<file path="config.mk">
export PLATFORM = sky130hd
export DESIGN_NAME = interp_kernel_tap_accumulator
export DESIGN_NICKNAME = d
export VERILOG_FILES = /design/src/design/ikta_pkg.sv /design/src/design/ikta_ctrl.sv /design/src/design/ikta_dp.sv /design/src/design/interp_kernel_tap_accumulator.sv
export SDC_FILE = /design/constraint.sdc
export NUM_CORES = 2
export LEC_CHECK = 0
export ABC_AREA = 0
export BUFFER_PORTS_ARGS = -buffer_cell sky130_fd_sc_hd__buf_2
export CAP_MARGIN = 10
export CORE_UTILIZATION = 45
export DETAILED_ROUTE_END_ITERATION = 8
export PLACE_DENSITY_LB_ADDON = 0.1
export REMOVE_ABC_BUFFERS = 1
export SYNTH_ARGS = -nofsm -noshare
export SYNTH_HDL_FRONTEND = slang
export SYNTH_SLANG_ARGS = --single-unit
</file>
<file path="constraint.sdc">
create_clock -name clk -period 37.2 [get_ports clk]
set_input_delay 9.3 -clock clk [delete_from_list [all_inputs] [get_ports clk]]
set_output_delay 9.3 -clock clk [all_outputs]
set_load 0.02 [all_outputs]
</file>
<file path="src/design/ikta_pkg.sv">
// Shared types and constants of the interpolation kernel tap accumulator.
// Used by ikta_ctrl, ikta_dp and interp_kernel_tap_accumulator; depends on nothing.
package ikta_pkg;

	typedef struct packed {
		logic signed [15:0] offset_x;
		logic signed [15:0] offset_y;
		logic [7:0]         red;
		logic [7:0]         green;
		logic [7:0]         blue;
		logic               tap_valid;
		logic               last_tap;
	} ikta_in_t;

	typedef struct packed {
		logic [7:0] red_out;
		logic [7:0] green_out;
		logic [7:0] blue_out;
	} ikta_out_t;

	// Datapath operations, one per controller step.
	typedef enum logic [3:0] {
		OP_NONE, OP_LOAD, OP_SQ, OP_CU, OP_PL, OP_D6, OP_WP, OP_PX,
		OP_PY, OP_MR, OP_MG, OP_MB, OP_DL, OP_DV, OP_OUT
	} ikta_op_t;

	typedef struct packed {
		ikta_op_t op;
		logic     axis_y;
	} ikta_cmd_t;

	typedef struct packed {
		logic take_ok;
		logic last_tap;
		logic out_full;
	} ikta_stat_t;

	localparam logic [1:0] REG_KERNEL_MODE = 2'd0;
	localparam logic [1:0] REG_DIRECTION   = 2'd1;
	localparam logic [1:0] REG_RADIUS      = 2'd2;

	localparam logic [1:0] MODE_BILINEAR = 2'd0;
	localparam logic [1:0] MODE_CUBIC    = 2'd1;
	localparam logic [1:0] MODE_LANCZOS  = 2'd2;
	localparam logic [1:0] MODE_BSPLINE  = 2'd3;

	// Division runs from quotient bit 8 (saturation) down to bit 0.
	localparam logic [3:0]  DIV_TOP_BIT = 4'd8;
	// ceil(2^20 / 3), exact for dividends below 2^19.
	localparam logic [18:0] RECIP3      = 19'd349526;
	localparam logic [14:0] RADIUS_RST  = 15'd4096;

	// Lanczos-2 samples in Q1.16 at steps of 1/16.
	function automatic logic [16:0] lz_tab(input logic [4:0] idx);
		logic [16:0] v;
		case (idx)
			5'd0:  v = 17'd65536;
			5'd1:  v = 17'd65011;
			5'd2:  v = 17'd63455;
			5'd3:  v = 17'd60922;
			5'd4:  v = 17'd57498;
			5'd5:  v = 17'd53302;
			5'd6:  v = 17'd48473;
			5'd7:  v = 17'd43170;
			5'd8:  v = 17'd37563;
			5'd9:  v = 17'd31822;
			5'd10: v = 17'd26116;
			5'd11: v = 17'd20604;
			5'd12: v = 17'd15424;
			5'd13: v = 17'd10695;
			5'd14: v = 17'd6510;
			5'd15: v = 17'd2934;
			default: v = 17'd0;
		endcase
		return v;
	endfunction

endpackage

</file>
<file path="src/design/ikta_ctrl.sv">
// Sequencer of the interpolation kernel tap accumulator.
// Depends on ikta_pkg; drives ikta_dp through ikta_cmd_t.
module ikta_ctrl import ikta_pkg::*; #(
	parameter int MAX_TAPS = 49
) (
	input  logic       clk,
	input  logic       arst_n,
	input  logic       in_valid,
	output logic       in_ready,
	input  ikta_stat_t stat,
	output ikta_cmd_t  cmd
);

	localparam int TW = $clog2(MAX_TAPS + 1);

	typedef enum logic [13:0] {
		ST_IDLE = 14'b00000000000001,
		ST_SQ   = 14'b00000000000010,
		ST_CU   = 14'b00000000000100,
		ST_PL   = 14'b00000000001000,
		ST_D6   = 14'b00000000010000,
		ST_WP   = 14'b00000000100000,
		ST_PX   = 14'b00000001000000,
		ST_PY   = 14'b00000010000000,
		ST_MR   = 14'b00000100000000,
		ST_MG   = 14'b00001000000000,
		ST_MB   = 14'b00010000000000,
		ST_DL   = 14'b00100000000000,
		ST_DV   = 14'b01000000000000,
		ST_OUT  = 14'b10000000000000
	} state_t;

	state_t          state_q, state_d;
	logic            axis_q, axis_d;
	logic            last_q, last_d;
	logic [TW-1:0]   taps_q, taps_d;
	logic [3:0]      cnt_q, cnt_d;
	logic            room;

	assign in_ready = (state_q == ST_IDLE);
	assign room     = (taps_q < TW'(MAX_TAPS));

	always_comb begin
		state_d = state_q;
		axis_d  = axis_q;
		last_d  = last_q;
		taps_d  = taps_q;
		cnt_d   = cnt_q;
		cmd.op  = OP_NONE;
		cmd.axis_y = axis_q;
		case (state_q)
			ST_IDLE: begin
				if (in_valid) begin
					cmd.op = OP_LOAD;
					last_d = stat.last_tap;
					axis_d = 1'b0;
					if (room) begin
						taps_d = taps_q + TW'(1);
					end
					if (room && stat.take_ok) begin
						state_d = ST_SQ;
					end else if (stat.last_tap) begin
						state_d = ST_DL;
					end
				end
			end
			ST_SQ: begin
				cmd.op  = OP_SQ;
				state_d = ST_CU;
			end
			ST_CU: begin
				cmd.op  = OP_CU;
				state_d = ST_PL;
			end
			ST_PL: begin
				cmd.op  = OP_PL;
				state_d = ST_D6;
			end
			ST_D6: begin
				cmd.op = OP_D6;
				if (axis_q) begin
					state_d = ST_WP;
				end else begin
					axis_d  = 1'b1;
					state_d = ST_SQ;
				end
			end
			ST_WP: begin
				cmd.op  = OP_WP;
				state_d = ST_PX;
			end
			ST_PX: begin
				cmd.op  = OP_PX;
				state_d = ST_PY;
			end
			ST_PY: begin
				cmd.op  = OP_PY;
				state_d = ST_MR;
			end
			ST_MR: begin
				cmd.op  = OP_MR;
				state_d = ST_MG;
			end
			ST_MG: begin
				cmd.op  = OP_MG;
				state_d = ST_MB;
			end
			ST_MB: begin
				cmd.op  = OP_MB;
				state_d = last_q ? ST_DL : ST_IDLE;
			end
			ST_DL: begin
				cmd.op  = OP_DL;
				cnt_d   = DIV_TOP_BIT;
				state_d = ST_DV;
			end
			ST_DV: begin
				cmd.op = OP_DV;
				cnt_d  = cnt_q - 4'd1;
				if (cnt_q == 4'd0) begin
					state_d = ST_OUT;
				end
			end
			ST_OUT: begin
				if (!stat.out_full) begin
					cmd.op  = OP_OUT;
					taps_d  = '0;
					state_d = ST_IDLE;
				end
			end
			default: begin
				state_d = ST_IDLE;
			end
		endcase
	end

	always_ff @(posedge clk or negedge arst_n) begin
		if (!arst_n) begin
			state_q <= ST_IDLE;
			axis_q  <= 1'b0;
			last_q  <= 1'b0;
			taps_q  <= '0;
			cnt_q   <= '0;
		end else begin
			state_q <= state_d;
			axis_q  <= axis_d;
			last_q  <= last_d;
			taps_q  <= taps_d;
			cnt_q   <= cnt_d;
		end
	end

endmodule

</file>
<file path="src/design/ikta_dp.sv">
// Datapath of the interpolation kernel tap accumulator: kernel evaluation on one
// shared multiplier, accumulators, three-lane divider and output register. Uses ikta_pkg.
module ikta_dp import ikta_pkg::*; (
	input  logic        clk,
	input  logic        arst_n,
	input  ikta_cmd_t   cmd,
	output ikta_stat_t  stat,
	input  ikta_in_t    in_data,
	input  logic        out_ready,
	output logic        out_valid,
	output ikta_out_t   out_data,
	input  logic        cfg_we,
	input  logic [1:0]  cfg_index,
	input  logic [14:0] cfg_data
);

	function automatic logic [16:0] mag16(input logic [15:0] raw);
		return raw[15] ? (17'h10000 - {1'b0, raw}) : {1'b0, raw};
	endfunction

	logic [1:0]  mode_q;
	logic        dir_q;
	logic [14:0] radius_q;

	logic [16:0] ux_q, uy_q;
	logic [7:0]  col_q [3];
	logic [43:0] prod_q;
	logic [24:0] sq_q;
	logic [18:0] poly_q;
	logic [16:0] wx_q, wy_q, w_q;
	logic [31:0] sum_c_q [3];
	logic [23:0] sum_w_q;
	logic [32:0] rem_q [3];
	logic [8:0]  quo_q [3];
	logic [31:0] den_q;
	logic        out_valid_q;
	ikta_out_t   out_q;

	logic [16:0] in_ux, in_uy, u;
	logic        in_rng, v_low, px_en, py_en;
	logic [11:0] a, r;
	logic [12:0] v, b;
	logic [13:0] t_full;
	logic [16:0] tab_hi, tab_lo, d;
	logic [24:0] mul_a;
	logic [18:0] mul_b;
	logic [43:0] prod;
	logic [36:0] cube;
	logic [26:0] sq3;
	logic [39:0] num1, sum1, num3, sum3;
	logic [28:0] corr;
	logic [16:0] wt;
	logic [18:0] poly_d;
	logic [16:0] wt_axis;

	assign in_ux = mag16(in_data.offset_x);
	assign in_uy = mag16(in_data.offset_y);
	assign stat.take_ok  = in_data.tap_valid && (!dir_q ||
		(in_ux <= {2'b00, radius_q} && in_uy <= {2'b00, radius_q}));
	assign stat.last_tap = in_data.last_tap;
	assign stat.out_full = out_valid_q && !out_ready;

	// Per-axis kernel operands.
	assign u      = cmd.axis_y ? uy_q : ux_q;
	assign in_rng = (u[16:12] == 5'd0);
	assign a      = u[11:0];
	assign v      = {a, 1'b0};
	assign v_low  = !v[12];
	assign t_full = 14'd8192 - {1'b0, v};
	assign b      = (mode_q == MODE_BSPLINE) ? (v_low ? v : t_full[12:0]) : {1'b0, a};
	assign r      = {a[7:0], 4'b0000};
	assign tab_hi = lz_tab({1'b0, a[11:8]});
	assign tab_lo = lz_tab({1'b0, a[11:8]} + 5'd1);
	assign d      = tab_hi - tab_lo;
	assign px_en  = !dir_q && ux_q > 17'd2048 && ux_q < 17'd4096;
	assign py_en  = !dir_q && uy_q > 17'd2048 && uy_q < 17'd4096;

	always_comb begin
		mul_a = '0;
		mul_b = '0;
		case (cmd.op)
			OP_SQ: begin
				mul_a = 25'(b);
				mul_b = 19'(b);
			end
			OP_CU: begin
				if (mode_q == MODE_LANCZOS) begin
					mul_a = 25'(d);
					mul_b = 19'(r);
				end else begin
					mul_a = prod_q[24:0];
					mul_b = 19'(b);
				end
			end
			OP_D6: begin
				mul_a = 25'(poly_q[18:1]);
				mul_b = RECIP3;
			end
			OP_WP: begin
				mul_a = 25'(wx_q);
				mul_b = 19'(wy_q);
			end
			OP_PX: begin
				mul_a = 25'(w_q);
				mul_b = 19'(13'd6144 - ux_q[12:0]);
			end
			OP_PY: begin
				mul_a = 25'(w_q);
				mul_b = 19'(13'd6144 - uy_q[12:0]);
			end
			OP_MR: begin
				mul_a = 25'(w_q);
				mul_b = 19'(col_q[0]);
			end
			OP_MG: begin
				mul_a = 25'(w_q);
				mul_b = 19'(col_q[1]);
			end
			OP_MB: begin
				mul_a = 25'(w_q);
				mul_b = 19'(col_q[2]);
			end
			default: begin
				mul_a = '0;
				mul_b = '0;
			end
		endcase
	end

	assign prod = 44'(mul_a) * 44'(mul_b);

	// Polynomial assembly from the registered square and cube.
	assign cube = prod_q[36:0];
	assign sq3  = (27'(sq_q) << 1) + 27'(sq_q);
	assign num1 = (40'(cube) << 1) + (40'd1 << 36) - (40'(sq3) << 12);
	assign sum1 = num1 + (40'd1 << 19);
	assign num3 = v_low ? (40'(cube) + (40'(cube) << 1) + (40'd1 << 38) - (40'(sq3) << 13))
		: 40'(cube);
	assign sum3 = num3 + (40'd3 << 20);
	assign corr = 29'(prod_q[27:0]) + 29'd2048;

	always_comb begin
		case (mode_q)
			MODE_BILINEAR: wt = {13'd4096 - {1'b0, a}, 4'b0000};
			MODE_CUBIC:    wt = sum1[36:20];
			MODE_LANCZOS:  wt = tab_hi - corr[28:12];
			default:       wt = '0;
		endcase
	end

	assign poly_d  = (mode_q == MODE_BSPLINE) ? sum3[38:20] : 19'(wt);
	assign wt_axis = !in_rng ? 17'd0 : (mode_q == MODE_BSPLINE) ? prod[36:20] : poly_q[16:0];

	// Payload registers.
	always_ff @(posedge clk) begin
		case (cmd.op)
			OP_LOAD: begin
				ux_q     <= in_ux;
				uy_q     <= in_uy;
				col_q[0] <= in_data.red;
				col_q[1] <= in_data.green;
				col_q[2] <= in_data.blue;
			end
			OP_SQ: prod_q <= prod;
			OP_CU: begin
				sq_q   <= prod_q[24:0];
				prod_q <= prod;
			end
			OP_PL: poly_q <= poly_d;
			OP_D6: begin
				if (cmd.axis_y) begin
					wy_q <= wt_axis;
				end else begin
					wx_q <= wt_axis;
				end
			end
			OP_WP: w_q <= 17'((prod + 44'd32768) >> 16);
			OP_PX: begin
				if (px_en) begin
					w_q <= 17'((prod + 44'd2048) >> 12);
				end
			end
			OP_PY: begin
				if (py_en) begin
					w_q <= 17'((prod + 44'd2048) >> 12);
				end
			end
			OP_DL: begin
				for (int i = 0; i < 3; i++) begin
					rem_q[i] <= {1'b0, sum_c_q[i]} + 33'(sum_w_q[23:1]);
					quo_q[i] <= '0;
				end
				den_q <= {sum_w_q, 8'd0};
			end
			OP_DV: begin
				for (int i = 0; i < 3; i++) begin
					if (rem_q[i] >= {1'b0, den_q}) begin
						rem_q[i] <= rem_q[i] - {1'b0, den_q};
						quo_q[i] <= {quo_q[i][7:0], 1'b1};
					end else begin
						quo_q[i] <= {quo_q[i][7:0], 1'b0};
					end
				end
				den_q <= den_q >> 1;
			end
			OP_OUT: begin
				if (sum_w_q == 24'd0) begin
					out_q <= '0;
				end else begin
					out_q.red_out   <= quo_q[0][8] ? 8'hFF : quo_q[0][7:0];
					out_q.green_out <= quo_q[1][8] ? 8'hFF : quo_q[1][7:0];
					out_q.blue_out  <= quo_q[2][8] ? 8'hFF : quo_q[2][7:0];
				end
			end
			default: begin
			end
		endcase
	end

	function automatic logic [31:0] sat_add32(input logic [31:0] s, input logic [24:0] x);
		logic [32:0] t;
		t = {1'b0, s} + 33'(x);
		return t[32] ? 32'hFFFF_FFFF : t[31:0];
	endfunction

	logic [24:0] sw_sum;
	assign sw_sum = {1'b0, sum_w_q} + 25'(w_q);

	// Configuration, accumulators and output handshake.
	always_ff @(posedge clk or negedge arst_n) begin
		if (!arst_n) begin
			mode_q      <= MODE_BILINEAR;
			dir_q       <= 1'b0;
			radius_q    <= RADIUS_RST;
			for (int i = 0; i < 3; i++) begin
				sum_c_q[i] <= '0;
			end
			sum_w_q     <= '0;
			out_valid_q <= 1'b0;
		end else begin
			if (cfg_we) begin
				case (cfg_index)
					REG_KERNEL_MODE: mode_q   <= cfg_data[1:0];
					REG_DIRECTION:   dir_q    <= cfg_data[0];
					REG_RADIUS:      radius_q <= cfg_data;
					default: begin
					end
				endcase
			end
			if (out_ready) begin
				out_valid_q <= 1'b0;
			end
			case (cmd.op)
				OP_MR: sum_c_q[0] <= sat_add32(sum_c_q[0], prod[24:0]);
				OP_MG: sum_c_q[1] <= sat_add32(sum_c_q[1], prod[24:0]);
				OP_MB: begin
					sum_c_q[2] <= sat_add32(sum_c_q[2], prod[24:0]);
					sum_w_q    <= sw_sum[24] ? 24'hFF_FFFF : sw_sum[23:0];
				end
				OP_OUT: begin
					for (int i = 0; i < 3; i++) begin
						sum_c_q[i] <= '0;
					end
					sum_w_q     <= '0;
					out_valid_q <= 1'b1;
				end
				default: begin
				end
			endcase
		end
	end

	assign out_valid = out_valid_q;
	assign out_data  = out_q;

endmodule

</file>
<file path="src/design/interp_kernel_tap_accumulator.sv">
// Top level of the interpolation kernel tap accumulator.
// Instantiates ikta_ctrl and ikta_dp; types and codes come from ikta_pkg.

// The block takes one neighbour tap per transfer on the input channel and builds a
// separable kernel weight in Q1.16 from the two Q4.12 offsets, using bilinear,
// cubic, Lanczos-2 or cubic B-spline kernels, with the area-patch factor in
// square-to-hex direction or the radius test in hex-to-square direction. Weighted
// colour sums and the weight sum accumulate until the tap marked last_tap, which
// yields one transfer of rounded, normalized RGB saturated at 255 (all zero if no
// weight was gathered). A tap that contributes occupies the block while every
// product of the kernel evaluation, tap weight, patch factors and three colour
// products goes through one shared multiplier in sequence; a tap that is skipped
// takes only the load step. A last tap then adds the three-lane divider (nine
// quotient steps) and the output load. Input is taken while a finished result
// still waits in the output register. Registers may be written only while the
// block is idle; the configuration channel is always ready.
module interp_kernel_tap_accumulator import ikta_pkg::*; #(
	parameter int MAX_TAPS = 49
) (
	input  logic        clk,
	input  logic        arst_n,
	input  logic        in_valid,
	output logic        in_ready,
	input  ikta_in_t    in_data,
	output logic        out_valid,
	input  logic        out_ready,
	output ikta_out_t   out_data,
	input  logic        cfg_valid,
	output logic        cfg_ready,
	input  logic [1:0]  cfg_index,
	input  logic [14:0] cfg_data
);

	ikta_cmd_t  cmd;
	ikta_stat_t stat;

	// Register writes are never back-pressured.
	assign cfg_ready = 1'b1;

	ikta_ctrl #(
		.MAX_TAPS(MAX_TAPS)
	) u_ctrl (
		.clk      (clk),
		.arst_n   (arst_n),
		.in_valid (in_valid),
		.in_ready (in_ready),
		.stat     (stat),
		.cmd      (cmd)
	);

	ikta_dp u_dp (
		.clk       (clk),
		.arst_n    (arst_n),
		.cmd       (cmd),
		.stat      (stat),
		.in_data   (in_data),
		.out_ready (out_ready),
		.out_valid (out_valid),
		.out_data  (out_data),
		.cfg_we    (cfg_valid && cfg_ready),
		.cfg_index (cfg_index),
		.cfg_data  (cfg_data)
	);

`ifndef NO_ASSERTIONS
	// An accepted tap must be captured by the datapath in the same cycle.
	a_load_on_accept: assert property (@(posedge clk) disable iff (!arst_n)
		(in_valid && in_ready) |-> (cmd.op == OP_LOAD))
		else $error("accepted tap not loaded");

	// A new result is never written over one that is still waiting.
	a_no_overwrite: assert property (@(posedge clk) disable iff (!arst_n)
		(cmd.op == OP_OUT) |-> (!out_valid || out_ready))
		else $error("result overwritten");

	// A result appears only after the output load step.
	a_out_source: assert property (@(posedge clk) disable iff (!arst_n)
		$rose(out_valid) |-> $past(cmd.op == OP_OUT))
		else $error("result without output load");
`endif

endmodule
</file>
# Yosys cells after proc, flatten, opt, wreduce, memory -nomap -nowiden
# Memories as Yosys holds them, arrays and structs flattened.
# Index checks and enable logic that the tools add are counted.
# totals
ff_bits	387
ramBits	150
rom_bits	544
input_bits	80
out_inout_bits	27
memories	5
# memory_table
memory	depth	word_bits	read_ports	rd_clocked_by_memory_dff	write_ports	line_no	text
(no name shown)	16	17	1	0	0	ikta_pkg.sv:56	case (idx)
(no name shown)	16	17	1	0	0	ikta_pkg.sv:56	
u_dp.rem_q	3	33	3	0	3	ikta_dp.sv:33	logic [32:0] rem_q [3];
u_dp.quo_q	3	9	3	0	3	ikta_dp.sv:34	logic [8:0] quo_q [3];
u_dp.col_q	3	8	3	0	3	ikta_dp.sv:26	logic [7:0] col_q [3];
# classes
addsub	32
mul	1
order_cmp	10
n_eq_ne	40
muxes	81
n_bitwise	10
reduce_logical	37
# ops
operator	n
$pmux W32 S2	4
$pmux W14 S14	1
$pmux W19 S9	1
$mux W17	9
$pmux W25 S5	1
$pmux W17 S3	2
$add A32 B23 Y33	3
$add A32 B25 Y33	3
$ge A33 B32 Y1	3
$mux W33	3
$sub A33 B32 Y33	3
$mux W32	3
$mux W14	5
$pmux W4 S14	1
$mux W9	6
$pmux W24 S2	1
$add A37 B38 Y39	1
$add A39 B22 Y39 const B	1
$add A39 B39 Y39 const B	1
$mux W13	3
$mux W39	1
$sub A39 B39 Y39	1
$add A37 B20 Y37 const B	1
$add A37 B37 Y37 const B	1
other kinds (68)	152

# Logic depth before layout (Yosys ltp)
# logic_depth
word_depth	11
mapped_depth	58
ltp_nobuf	53

# Modules after synthesis
# From an unflattened synthesis, not the netlist that was laid out.
# hier_totals
hier_cells	6724
area_unflattened_um2	59612.2
# by_module_without_submodules
module	instances	cells_per_inst	area_each_um2	seq_area_each_um2
ikta_dp	1	6544	58011.9	14640.3
ikta_ctrl	1	178	1589.0	651.9
interp_kernel_tap_accumulator	1	2	11.3	0.0

# Least setup slack after synthesis
# No wires, ideal clock.
# synth_timing
path_type	register to register
start	register u_ctrl.axis_q
end	register u_dp.sum_c_q[24] (netlist bit)
setup_time_ps	141
arrival_ps	12983
required_ps	37059
setup_slack_ps	24076
path_stages_with_launch	53
path_buffers	5
period_less_slack_ps	13124
cell_sequence	dfrtp_1 -> buf_2 -> mux2i_1 -> clkinv_1 -> ha_1 -> clkbuf_1 -> inv_1 -> ha_1 -> clkbuf_1 -> xor2_1 -> o221ai_1 -> nand2_1 -> ha_1 -> nor2b_1 -> o21ai_0 -> a21oi_1 -> o21ai_0 -> a21boi_0 -> [... 17 more ...] -> ha_1 -> a211oi_1 -> nand2_1 -> or3_1 -> o21a_1 -> xnor2_1 -> inv_1 -> ha_1 -> a21o_1 -> or2_2 -> nor4_1 -> a211oi_1 -> a41o_1 -> o211a_1 -> nor2_1 -> or2_2 -> clkbuf_1 -> a31oi_1
# synth_between
elab_chain_cells	11
word_cells_on_any_way	17
# synth_lines
item	line_no	text
start, declared	ikta_ctrl.sv:34	logic axis_q, axis_d;
start signal, assigned	ikta_ctrl.sv:146	axis_q <= axis_d;
$mux W17 (*)	ikta_dp.sv:64	assign u = cmd.axis_y ? uy_q : ux_q;
$add A4 B1 Y5	ikta_dp.sv:73	assign tab_lo = lz_tab({1'b0, a[11:8]} + 5'd1);
$mem_v2 Z16 W17	n/a	
$mux W17	ikta_pkg.sv:56	
$sub A17 B17 Y17	ikta_dp.sv:74	assign d = tab_hi - tab_lo;
$mux W25	ikta_dp.sv:87	if (mode_q == MODE_LANCZOS) begin
$pmux W25 S5	ikta_dp.sv:81	case (cmd.op)
$mul A25 B19 Y37 (*)	ikta_dp.sv:130	assign prod = 44'(mul_a) * 44'(mul_b);
net u_dp.prod[17]	ikta_dp.sv:47	logic [43:0] prod;
$add A32 B25 Y33 (*)	ikta_dp.sv:222	t = {1'b0, s} + 33'(x);
$mux W32 (*)	ikta_dp.sv:223	return t[32] ? 32'hFFFF_FFFF : t[31:0];
$pmux W32 S2 (*)	ikta_dp.sv:253	case (cmd.op)
end, declared	ikta_dp.sv:31	logic [31:0] sum_c_q [3];
# Mark *: on every way through the listed nets, which the timed path passes. The rest lies on a longest branch.
# A chain may end at the register's enable or synchronous reset.

# Worst setup path in the final report
# layout_timing
start	register u_ctrl.axis_q
end	register u_dp.sum_c_q[21] (netlist bit)
# The elaborated chain is that of the path after synthesis.

==> impl_metrics.env <==
export IMPL_outcome="complete, no violations"
export IMPL_r2r_end="u_dp.sum_c_q[21]"
export IMPL_grt_pass1_wl_um=306000
export IMPL_synth_top_cell_by_area="edfxtp_1"
export IMPL_skew_ns=0.0726
export IMPL_fmax_mhz=64.7
export IMPL_async_reset_ff_share_pct=30.7
export IMPL_endpoint="u_dp.sum_c_q[21]"
export IMPL_crit_type="reg2reg"
export IMPL_drtIter0Drc=4982
export IMPL_synth_flop_cell="edfxtp_1"
export IMPL_io_pins=107
export IMPL_dp_hpwl_um=158000
export IMPL_fin_crit_ns=15.45
export IMPL_nNetsFinal=7689
export IMPL_first_global_vias=47300
export IMPL_cts_setup_buffers=0
export IMPL_grt_overflow=0
export IMPL_drive_above_1_share_pct=6.82
export IMPL_clock_latency_ns=0.71
export IMPL_start_util_pct=45.6
export IMPL_cp_required_ns=37.80
export IMPL_ctsLongestPathBuffers=3
export IMPL_hold_violations=0
export IMPL_h_tree_depth=3
export IMPL_p_per_area_nw_per_um2=42.4
export IMPL_setup_viol_count_final=0
export IMPL_synth_area_top_cells="edfxtp_1 (19%), fa_1 (14%), ha_1 (12%)"
export IMPL_dieArea_um2=131000
export IMPL_holdBufCountCts=0
export IMPL_rrSetupSlack_ns=21.75
export IMPL_setup_ws_ns=21.75
export IMPL_worstSetupStartpointType="flip-flop"
export IMPL_leakagePower_nw=28.2
export IMPL_dr_pass1_iters=8
export IMPL_netlist_area_leader_share_pct=19.1
export IMPL_final_util_pct=49.9
export IMPL_tightestPinTransition_ns=1.34
export IMPL_yosys_cell_types_count=109
export IMPL_cts_root_buf="clkbuf_16"
export IMPL_startpoint="u_ctrl.axis_q"
export IMPL_chipWidth_um=362
export IMPL_min_period_over_period_pct=41.5
export IMPL_worstPathMaxFanout=24
export IMPL_postSynthAreaPerCell_um2=8.93
export IMPL_antenna_found_initial=12
export IMPL_ys_seq_area_share_pct=26.2
export IMPL_place_ws_ns=22.07
export IMPL_rsz0062_at_grt="no"
export IMPL_via_per_inst=5.95
export IMPL_hold_path_class="reg2reg"
export IMPL_finalMaxSlewViolations=0
export IMPL_port_buffers=105
export IMPL_drcViolationCount=0
export IMPL_cts_resized=0
export IMPL_cp_num_buf_inv=8
export IMPL_core_um2=128000
export IMPL_grt_max_degree=149
export IMPL_grt_usage_pct=31.2
export IMPL_ys_ff_latch=537
export IMPL_setup_tns_ns=0
export IMPL_clkSinkCount=537
export IMPL_postRouteAntennaNets=0
export IMPL_die_h_um=362
export IMPL_wirelength_um=207000
export IMPL_cts_tree="done"
export IMPL_clkTransAtPathRegs_ns=0.06
export IMPL_gp_congestion=0.963
export IMPL_synthCells=6545
export IMPL_peakVddDrop_mv=0.0318
export IMPL_ys_warnings_count=0
export IMPL_fillers=12300
export IMPL_cp_arrival_ns=16.04
export IMPL_end_kind="flip-flop"
export IMPL_slowest_stage="dfrtp_1"
export IMPL_cp_depth=50
export IMPL_max_stage_delay_ns=0.92
export IMPL_cts_made_buffers=69
export IMPL_rows=131
export IMPL_hold_slack_ns=0.499
export IMPL_cp_top_family="adder cells"
export IMPL_areaGrowthSynthToFinish_pct=9.41
export IMPL_maxCapViolations=0
export IMPL_wl_per_cell_um=24.5
export IMPL_yosysMostFrequentCell="nand2_1"
export IMPL_reg2reg_depth=50
export IMPL_slew_headroom_pct=9.84
export IMPL_vias=50000
export IMPL_cp_common_cell="fa_1"
export IMPL_synth_commonest_cells="nand2_1 (702), inv_1 (696), ha_1 (571), nor2_1 (521), a21oi_1 (442)"
export IMPL_r2r_start="u_ctrl.axis_q"
export IMPL_syn_area_um2=58400
export IMPL_synth_edf_count=371
[final cells by class]
cell class | count | area [um^2] | share of cell area [%]
multi-input cells | 5108 | 40000 | 62.6
flip-flops and latches | 537 | 15300 | 23.9
inverters | 700 | 2630 | 4.11
well taps | 1729 | 2160 | 3.38
clock buffers | 85 | 1820 | 2.84
repair buffers | 214 | 1360 | 2.13
clock inverters | 42 | 618 | 0.967
diodes | 2 | 5.00 | 0.00783
[metrics by stage]
step | total power, mW | cells | instance area (um^2)
4_1_cts | 2.70 | 8415 | 63900
2_1_floorplan | 1.57 | 6345 | 57600
6_report | 2.71 | 8417 | 63900
3_3_place_gp | 1.95 | 8288 | 61500
3_5_place_dp | 1.96 | 8288 | 61500
5_1_grt | 2.85 | 8415 | 63900
[logic make-up after synthesis]
group / Yosys count / synth area share, %
AO/OA/AOI/OAI: 1549 / 17.0
XOR/XNOR: 459 / 6.88
adder cells (fa/ha/maj): 979 / 26.2
buffers and inverters: 919 / 5.97
flip-flops: 537 / 26.2
multiplexers: 62 / 1.28
other: 2 / 0.0129
AND/OR/NAND/NOR: 2038 / 16.5
[placed cells by master, fill, tap and decap left out, drive strengths merged, types with 101 or more instances in the layout]
| cell | Yosys | layout |
|---|---|---|
| nand2 | 702 | 702 |
| inv | 696 | 701 |
| ha | 571 | 571 |
| nor2 | 522 | 522 |
| a21oi | 444 | 444 |
| fa | 408 | 408 |
| edfxtp | 371 | 371 |
| o21ai | 361 | 361 |
| xnor2 | 305 | 305 |
| buf | 38 | 214 |
| nand3 | 165 | 165 |
| dfrtp | 163 | 163 |
| xor2 | 154 | 154 |
| a21o | 140 | 140 |
| nor3 | 106 | 106 |
| and2 | 101 | 101 |
[registers in the layout (all words and copies together) (netlist names), 6 cells and up]
register,count
u_dp.w_q,17
u_dp.ux_q,17
u_dp.uy_q,17
u_dp.sum_c_q,96
u_dp.prod_q,37
u_ctrl.state_q,14
u_ctrl.taps_q,6
u_dp.out_data,24
u_dp.quo_q,27
u_dp.den_q,32
u_dp.col_q,24
u_dp.poly_q,19
u_dp.sum_w_q,24
u_dp.rem_q,99
u_dp.radius_q,15
u_dp.sq_q,25
u_dp.wx_q,17
u_dp.wy_q,17
[how the worst min path moves through the flow]
stage                            startpoint                 to  slack, ns  cells after the start
after floorplan            u_dp.quo_q[2][0]   u_dp.quo_q[2][0]       0.44                      2
after global placement     u_ctrl.taps_q[5]   u_ctrl.taps_q[5]       0.48                      2
after detailed placement   u_ctrl.taps_q[5]   u_ctrl.taps_q[5]       0.49                      2
after CTS                  u_ctrl.taps_q[5]   u_ctrl.taps_q[5]       0.50                      2
after global routing      u_dp.radius_q[10]  u_dp.radius_q[10]       0.53                      1
final                      u_ctrl.taps_q[5]   u_ctrl.taps_q[5]       0.50                      2
[metal layers]
metal / routed length [um] / track usage [%] / vias up
met5: 34 / 0 / -
met4: 6920 / 9.53 / 6
met3: 18200 / 5.55 / 333
met2: 88300 / 46.5 / 2105
met1: 93200 / 45.7 / 24600
li1: - / - / 23000
[worst reg2reg max path: cells and delay by family (launching register included)]
kind	cells	cell delay, ns
AND/OR/NAND/NOR	12	2.62
buffers and inverters	8	1.60
XOR/XNOR	1	0.34
AO/OA/AOI/OAI	17	4.43
flip-flops	1	0.92
adder cells (fa/ha/maj)	11	5.17
multiplexers	1	0.30
[report_power, final]
group / switching (mW) / internal [mW] / leakage (nW)
sequential: 0.0834 / 0.739 / 5.76
clock: 0.306 / 0.426 / 1.18
combinational: 0.741 / 0.416 / 21.2
total: 1.13 / 1.58 / 28.2
Note: power is estimated with default switching activity, not from simulation.
